### src/rtl/u8l9_pkg.sv
package u8l9_pkg;

  localparam int unsigned ByteW = 8;
  localparam int unsigned CpW   = 21;
  localparam int unsigned PendN = 3;
  localparam int unsigned CntW  = 2;

  // ISO 8859-15 byte to code point; bytes 0x00..0x7F map to themselves
  function automatic logic [CpW-1:0] latin9(input logic [ByteW-1:0] b);
    logic [CpW-1:0] cp;
    begin
      case (b)
        8'hA4:   cp = 21'h020AC;
        8'hA6:   cp = 21'h00160;
        8'hA8:   cp = 21'h00161;
        8'hB4:   cp = 21'h0017D;
        8'hB8:   cp = 21'h0017E;
        8'hBC:   cp = 21'h00152;
        8'hBD:   cp = 21'h00153;
        8'hBE:   cp = 21'h00178;
        default: cp = {{(CpW-ByteW){1'b0}}, b};
      endcase
      return cp;
    end
  endfunction

endpackage

### src/rtl/utf8_decoder_latin9_fallback.sv
// Byte-stream UTF-8 decoder with ISO 8859-15 fallback. One byte is accepted
// per transaction when in_ready_o is high; each result is one transaction on
// the output side, and run_last_o marks the final result caused by a byte.
// A sequencer drives a single Latin-9 mapper and a single output register, so
// a buffered continuation byte gives no result, a byte that opens a sequence
// or produces one result passes through the tail state, and a byte that
// breaks an open sequence first replays the 1..3 buffered bytes as Latin-9,
// one per cycle while the output is free, and is then taken afresh.
// The output register lets the next byte be accepted while a result waits.
// multibyte_enable is written through multibyte_enable_we_i; the user must
// write it only while idle, the block does not enforce this. It resets to 1.
module utf8_decoder_latin9_fallback import u8l9_pkg::*; (
  input  logic             clk_i,
  input  logic             rst_ni,
  input  logic             multibyte_enable_we_i,
  input  logic             multibyte_enable_i,
  input  logic             in_valid_i,
  output logic             in_ready_o,
  input  logic [ByteW-1:0] byte_in_i,
  input  logic             stream_end_i,
  output logic             out_valid_o,
  input  logic             out_ready_i,
  output logic [CpW-1:0]   code_point_o,
  output logic             fell_back_o,
  output logic             run_last_o
);

  typedef enum logic [1:0] {S_IDLE, S_FLUSH, S_TAIL} state_e;
  // what the byte itself does once any flush is over
  typedef enum logic [1:0] {T_FRESH, T_PARTIAL, T_LATIN} tail_e;

  state_e           state_q, state_d;
  tail_e            tmode_q, tmode_d;
  logic             en_q, en_d;
  logic [ByteW-1:0] byte_q, byte_d;
  logic             last_q, last_d;
  logic [CntW-1:0]  pcount_q, pcount_d;
  logic [CntW-1:0]  need_q, need_d;
  logic [CntW-1:0]  idx_q, idx_d;
  logic [CpW-1:0]   partial_q, partial_d;
  logic             oval_q, oval_d;
  logic [CpW-1:0]   cp_q, cp_d;
  logic             fb_q, fb_d;
  logic             rl_q, rl_d;

  logic [ByteW-1:0] pend_q [PendN];
  logic             pend_we;
  logic [CntW-1:0]  pend_wa;
  logic [ByteW-1:0] pend_wd;

  logic             accept, slot_free;
  logic [ByteW-1:0] map_in;
  logic [CpW-1:0]   map_cp;
  logic [CntW-1:0]  lead_need, need_dec;
  logic [CpW-1:0]   lead_bits;
  logic             fresh_start, tail_emits, flush_end;

  assign accept    = in_valid_i & in_ready_o;
  assign slot_free = ~oval_q | out_ready_i;
  assign need_dec  = need_q - 2'd1;

  // shared Latin-9 mapper: buffered byte while flushing, else the held byte
  assign map_in = (state_q == S_FLUSH) ? pend_q[idx_q] : byte_q;
  assign map_cp = latin9(map_in);

  // lead byte decode of the held byte
  always_comb begin
    lead_need = 2'd0;
    lead_bits = '0;
    case (byte_q) inside
      8'b110?_????: begin
        lead_need = 2'd1;
        lead_bits = {{(CpW-5){1'b0}}, byte_q[4:0]};
      end
      8'b1110_????: begin
        lead_need = 2'd2;
        lead_bits = {{(CpW-4){1'b0}}, byte_q[3:0]};
      end
      8'b1111_0???: begin
        lead_need = 2'd3;
        lead_bits = {{(CpW-3){1'b0}}, byte_q[2:0]};
      end
      default: begin
        lead_need = 2'd0;
        lead_bits = '0;
      end
    endcase
  end

  assign fresh_start = en_q & ~last_q & (lead_need != 2'd0);
  assign tail_emits  = (tmode_q != T_FRESH) | ~fresh_start;
  assign flush_end   = (idx_q == (pcount_q - 2'd1));

  // sequencer
  always_comb begin
    state_d   = state_q;
    tmode_d   = tmode_q;
    en_d      = multibyte_enable_we_i ? multibyte_enable_i : en_q;
    byte_d    = byte_q;
    last_d    = last_q;
    pcount_d  = pcount_q;
    need_d    = need_q;
    idx_d     = idx_q;
    partial_d = partial_q;
    oval_d    = oval_q & ~out_ready_i;
    cp_d      = cp_q;
    fb_d      = fb_q;
    rl_d      = rl_q;
    pend_we   = 1'b0;
    pend_wa   = pcount_q;
    pend_wd   = byte_in_i;

    case (state_q)
      S_IDLE: begin
        if (accept) begin
          byte_d = byte_in_i;
          last_d = stream_end_i;
          if (pcount_q == 2'd0) begin
            tmode_d = T_FRESH;
            state_d = S_TAIL;
          end else if (byte_in_i[7:6] == 2'b10) begin
            partial_d = {partial_q[CpW-7:0], byte_in_i[5:0]};
            if (need_dec == 2'd0) begin
              pcount_d = '0;
              need_d   = '0;
              tmode_d  = T_PARTIAL;
              state_d  = S_TAIL;
            end else if (stream_end_i || pcount_q == 2'd3) begin
              need_d  = need_dec;
              idx_d   = '0;
              tmode_d = T_LATIN;
              state_d = S_FLUSH;
            end else begin
              // buffer the continuation byte, no result yet
              pend_we  = 1'b1;
              pcount_d = pcount_q + 2'd1;
              need_d   = need_dec;
            end
          end else begin
            idx_d   = '0;
            tmode_d = T_FRESH;
            state_d = S_FLUSH;
          end
        end
      end
      S_FLUSH: begin
        if (slot_free) begin
          oval_d = 1'b1;
          cp_d   = map_cp;
          fb_d   = 1'b1;
          rl_d   = flush_end & ~tail_emits;
          idx_d  = idx_q + 2'd1;
          if (flush_end) begin
            pcount_d  = '0;
            need_d    = '0;
            partial_d = '0;
            idx_d     = '0;
            state_d   = S_TAIL;
          end
        end
      end
      S_TAIL: begin
        case (tmode_q)
          T_PARTIAL: begin
            if (slot_free) begin
              oval_d    = 1'b1;
              cp_d      = partial_q;
              fb_d      = 1'b0;
              rl_d      = 1'b1;
              partial_d = '0;
              state_d   = S_IDLE;
            end
          end
          T_LATIN: begin
            if (slot_free) begin
              oval_d  = 1'b1;
              cp_d    = map_cp;
              fb_d    = 1'b1;
              rl_d    = 1'b1;
              state_d = S_IDLE;
            end
          end
          default: begin
            if (byte_q[7] && fresh_start) begin
              // open a new sequence
              pend_we   = 1'b1;
              pend_wa   = '0;
              pend_wd   = byte_q;
              pcount_d  = 2'd1;
              need_d    = lead_need;
              partial_d = lead_bits;
              state_d   = S_IDLE;
            end else if (slot_free) begin
              oval_d  = 1'b1;
              cp_d    = map_cp;
              fb_d    = byte_q[7];
              rl_d    = 1'b1;
              state_d = S_IDLE;
            end
          end
        endcase
      end
      default: state_d = S_IDLE;
    endcase
  end

  // state and registered outputs
  always_ff @(posedge clk_i or negedge rst_ni) begin
    if (!rst_ni) begin
      state_q   <= S_IDLE;
      tmode_q   <= T_FRESH;
      en_q      <= 1'b1;
      byte_q    <= '0;
      last_q    <= 1'b0;
      pcount_q  <= '0;
      need_q    <= '0;
      idx_q     <= '0;
      partial_q <= '0;
      oval_q    <= 1'b0;
      cp_q      <= '0;
      fb_q      <= 1'b0;
      rl_q      <= 1'b0;
    end else begin
      state_q   <= state_d;
      tmode_q   <= tmode_d;
      en_q      <= en_d;
      byte_q    <= byte_d;
      last_q    <= last_d;
      pcount_q  <= pcount_d;
      need_q    <= need_d;
      idx_q     <= idx_d;
      partial_q <= partial_d;
      oval_q    <= oval_d;
      cp_q      <= cp_d;
      fb_q      <= fb_d;
      rl_q      <= rl_d;
    end
  end

  // buffered sequence bytes, lead byte included
  always_ff @(posedge clk_i) begin
    if (pend_we) begin
      pend_q[pend_wa] <= pend_wd;
    end
  end

  assign in_ready_o   = (state_q == S_IDLE);
  assign out_valid_o  = oval_q;
  assign code_point_o = cp_q;
  assign fell_back_o  = fb_q;
  assign run_last_o   = rl_q;

  // an open sequence always still needs bytes
  a_open_needs : assert property (@(posedge clk_i) disable iff (!rst_ni)
    (pcount_q != 2'd0) |-> (need_q != 2'd0))
    else $error("open sequence with no bytes needed");

  // a flush only runs over buffered bytes
  a_flush_nonempty : assert property (@(posedge clk_i) disable iff (!rst_ni)
    (state_q == S_FLUSH) |-> (pcount_q != 2'd0) && (idx_q < pcount_q))
    else $error("flush index outside buffered bytes");

  // a completed sequence has already released its buffer
  a_partial_clear : assert property (@(posedge clk_i) disable iff (!rst_ni)
    (state_q == S_TAIL && tmode_q == T_PARTIAL) |-> (pcount_q == 2'd0))
    else $error("buffer still open when emitting decoded value");

  // a decoded (non fallback) value never comes out of a flush
  a_flush_fallback : assert property (@(posedge clk_i) disable iff (!rst_ni)
    (state_q == S_FLUSH && slot_free) |=> out_valid_o && fell_back_o)
    else $error("flushed byte not marked as fallback");

endmodule

### config.mk
export PLATFORM = sky130hd
export DESIGN_NAME = utf8_decoder_latin9_fallback
export DESIGN_NICKNAME = d
export VERILOG_FILES = /design/src/rtl/u8l9_pkg.sv /design/src/rtl/utf8_decoder_latin9_fallback.sv
export SDC_FILE = /design/constraint.sdc
export NUM_CORES = 1
export LEC_CHECK = 0
export BUFFER_PORTS_ARGS = -buffer_cell sky130_fd_sc_hd__buf_2
export CORE_MARGIN = 1
export CORE_UTILIZATION = 35
export CTS_BUF_LIST = sky130_fd_sc_hd__clkbuf_8 sky130_fd_sc_hd__clkbuf_16
export DETAILED_ROUTE_END_ITERATION = 6
export MAX_ROUTING_LAYER = met4
export PLACE_DENSITY = 0.57
export SLEW_MARGIN = 0
export SYNTH_ARGS = -nofsm -noshare
export SYNTH_HDL_FRONTEND = slang
export SYNTH_SLANG_ARGS = --single-unit
### constraint.sdc
create_clock -name clk_i -period 3.7 [get_ports clk_i]
set_clock_uncertainty 0.05 [all_clocks]
set_input_delay 0.185 -clock clk_i [delete_from_list [all_inputs] [get_ports clk_i]]
set_output_delay 0.185 -clock clk_i [all_outputs]
set_load 0.02 [all_outputs]
==> out/results.ini <==
[die]
num_rows=42
io_pins=40
fp.dieH_um=118
die-area_mm2=0.0139
start_util=0.357
die_x_um=118
coreArea_mm2=0.0132

[clock_network]
clk_latency_ps=340
cts.repair.resized=0
cts_buffers=9
htree_levels=3
clk_pin_slew_ps=70
clock_sinks=89
tritoncts=built
cts_root_buf=clkbuf_16
cts_buffer_depth=2

[routing]
viasPerCell=5.29
post_drt_wl_per_cell_um=16.8
drc=0
drt_iter0_markers=165
routed-via-count=3430
firstDrtPassIters=4
routed_wirelength_um=10900
ant_nets=0

[synth]
syn_inst=428
seq_area_frac_synth=0.498
syn_area_mm2=0.00471
syn_nets=453
yosys_warnings=0
ys_types=66
ys_seq_elements=89
synth_edf_count=24
synthArstFlopShare=0.730
yosys_most_used_dff=dfrtp_1
syn_area_per_cell_um2=11.0

[worst_setup_path]
startpoint_type=register
worstSetupEndpoint=code_point_o[2]
rr_endpoint=code_point_o[2]
r2r_start=state_q[0]
cp-startpoint=state_q[0]
crit_required_ps=3890
reg2regPathDepth=6
arrival_ps=2880
timing.critical_path.to_type=register
ff2ff_setup_slack_ps=1010
criticalPathCategory=reg2reg
crit_fanout=15

[global_routing]
grt_usage=0.170
antenna_found_initial=0
grt_max_degree=45
grt_pass1_vias=3430
grt_pass1_wl_um=18000
grt-ovfl-total=0

[sta]
relSlewSlack=0.171
drv_slew=0
hold_viol_final=0
setup_viol=0
timing.final.crit_share=0.727
rsz0062_at_grt=false
worst_slew_pin_slew_ps=1240
fin_tns_setup_ps=0
fmax_ghz=0.372
fin_crit_ps=2690

[placed_design]
place.detailed.hpwl_um=8040
place_area_mm2=0.00510
io_buffers=39
place_inst=631
place_congestion=0.889

[finish]
insertedDiodeCount=0
nets=492
final_cell_area_mm2=0.00543
area_growth_syn_to_layout_pct=15.2
fin_cells=648
num-fill-cells=1287
drive_gt1_frac=0.244

[power]
powerDensity_mw_per_mm2=867
power_mw=4.71
ir_drop_mv=0.384
leakage_nw=2.30

[status]
status=completed

[min_path]
min_path_type=in2reg

[run]
cap_violations=0

-- worst min path at each step --
stage	slack, ps	to	cells after the start	start
finish	30	en_q	2	multibyte_enable_i
global route	30	en_q	2	multibyte_enable_i
CTS	20	en_q	2	multibyte_enable_i
detailed placement	370	partial_q[20]	1	rst_ni
global placement	360	partial_q[20]	1	rst_ni
floorplan	-160	byte_q[0]	0	rst_ni
-- cells in the final DEF, fill, tap and decap left out, types with 3 or more instances in the layout --
| cell | instances |
|---|---|
| buf_4 | 9 |
| nand3_1 | 9 |
| o21ai_0 | 33 |
| nor2b_1 | 29 |
| nor2_1 | 15 |
| mux2_2 | 30 |
| nor4_1 | 5 |
| a221o_1 | 3 |
| nand4_1 | 5 |
| a21o_1 | 4 |
| edfxtp_1 | 24 |
| a22oi_1 | 4 |
| dfrtp_1 | 64 |
| nand2_1 | 38 |
| ha_1 | 10 |
| and2_1 | 4 |
| nand3b_1 | 4 |
| a22o_1 | 15 |
| o31ai_1 | 6 |
| a31oi_1 | 4 |
| mux2i_1 | 4 |
| inv_1 | 20 |
| nand2b_1 | 7 |
| o211ai_1 | 3 |
| a21oi_1 | 8 |
| buf_2 | 39 |
| o21ai_1 | 3 |
| clkbuf_16 | 10 |
| nor3_1 | 8 |
-- kinds of logic (layout without fill, tap and decap cells) --
logic type | after synthesis | in the layout | share of synthesized area
and+or+nand+nor | 136 | 136 | 0.154
AOI/OAI and AO/OA | 113 | 113 | 0.192
DFF | 89 | 89 | 0.498
buffers and inverters | 40 | 84 | 0.0353
muxes | 37 | 37 | 0.0882
adders and majority gates | 11 | 11 | 0.0289
xor gates and xnor gates | 2 | 2 | 0.00372
-- repair_timing --
item | CTS | global route
hold endpoints to repair | 3 | 0
setup buffers | 0 | 0
hold buffers | 1 | 0
-- routing by layer --
| layer | track usage | routed length (um) |
|---|---|---|
| met2 | 0.263 | 5060 |
| met1 | 0.225 | 5350 |
| met4 | 0.0457 | 117 |
| met5 | - | 0 |
| met3 | 0.0354 | 321 |
-- synthesized netlist by cell type (2+ instances only) --
| library cell | n | share of area |
|---|---|---|
| dfrtp_1 | 64 | 0.34 |
| nand2_1 | 38 | 0.030 |
| o21ai_0 | 33 | 0.035 |
| mux2_2 | 30 | 0.072 |
| nor2b_1 | 29 | 0.039 |
| edfxtp_1 | 24 | 0.15 |
| inv_1 | 19 | 0.015 |
| a22o_1 | 15 | 0.028 |
| nor2_1 | 15 | 0.012 |
| clkbuf_1 | 13 | 0.010 |
| ha_1 | 10 | 0.027 |
| nand3_1 | 9 | 0.0096 |
| a21oi_1 | 8 | 0.0085 |
| nor3_1 | 8 | 0.0085 |
| buf_2 | 7 | 0.0074 |
| nand2b_1 | 7 | 0.0093 |
| o31ai_1 | 6 | 0.0096 |
| nand4_1 | 5 | 0.0066 |
| nor4_1 | 5 | 0.0066 |
| a21o_1 | 4 | 0.0064 |
| a22oi_1 | 4 | 0.0064 |
| a31oi_1 | 4 | 0.0053 |
| and2_1 | 4 | 0.0053 |
| mux2i_1 | 4 | 0.0085 |
| nand3b_1 | 4 | 0.0064 |
| a221o_1 | 3 | 0.0064 |
| o211ai_1 | 3 | 0.0048 |
| o21ai_1 | 3 | 0.0032 |
| a211o_1 | 2 | 0.0037 |
| a211oi_4 | 2 | 0.0085 |
| a221oi_2 | 2 | 0.0064 |
| a221oi_4 | 2 | 0.011 |
| and3_1 | 2 | 0.0027 |
| mux2_1 | 2 | 0.0048 |
| nand4b_1 | 2 | 0.0037 |
| nor3_2 | 2 | 0.0042 |
| o21a_1 | 2 | 0.0032 |
| o22ai_1 | 2 | 0.0027 |
| or2_2 | 2 | 0.0027 |
| xnor2_1 | 2 | 0.0037 |
-- layout make-up --
type / count / area [um^2] / area share
timing repair buffer: 49 / 273 / 0.0503
clock buffer: 11 / 264 / 0.0487
inverter: 19 / 71.3 / 0.0131
clock inverter: 5 / 52.6 / 0.00968
tap: 176 / 220 / 0.0406
multi-input combinational: 299 / 2200 / 0.405
sequential: 89 / 2350 / 0.433
-- per-stage QoR --
step | utilization | worst slack (ps) | hold WS (ps)
final | 0.411 | 1010 | 29.9
after global routing | 0.411 | 740 | 26.0
after CTS | 0.411 | 1010 | 19.5
after detailed placement | 0.387 | 1050 | 368
after global placement | 0.387 | 1090 | 358
after floorplan | - | 768 | -161
-- worst max-delay path, cell delays in order, from the launching register on --
cell	delay, ps
dfrtp_1	400
inv_1	90
ha_1	610
nand2_1	130
nor2_1	950
a22oi_1	230
o31ai_1	120
-- where the power goes --
group,switching [mW],internal [mW]
Clock,0.369,0.579
Combinational,1.32,0.928
Sequential,0.248,1.26
-- registers in the layout, indices dropped and copies added, names as in the netlist --
register,count
pend_q,24
code_point_o,21
partial_q,21
byte_q,8
idx_q,2
need_q,2
pcount_q,2
state_q,2
tmode_q,2
en_q,1
fell_back_o,1
last_q,1
out_valid_o,1
run_last_o,1
(Power assumes the default switching activity.)
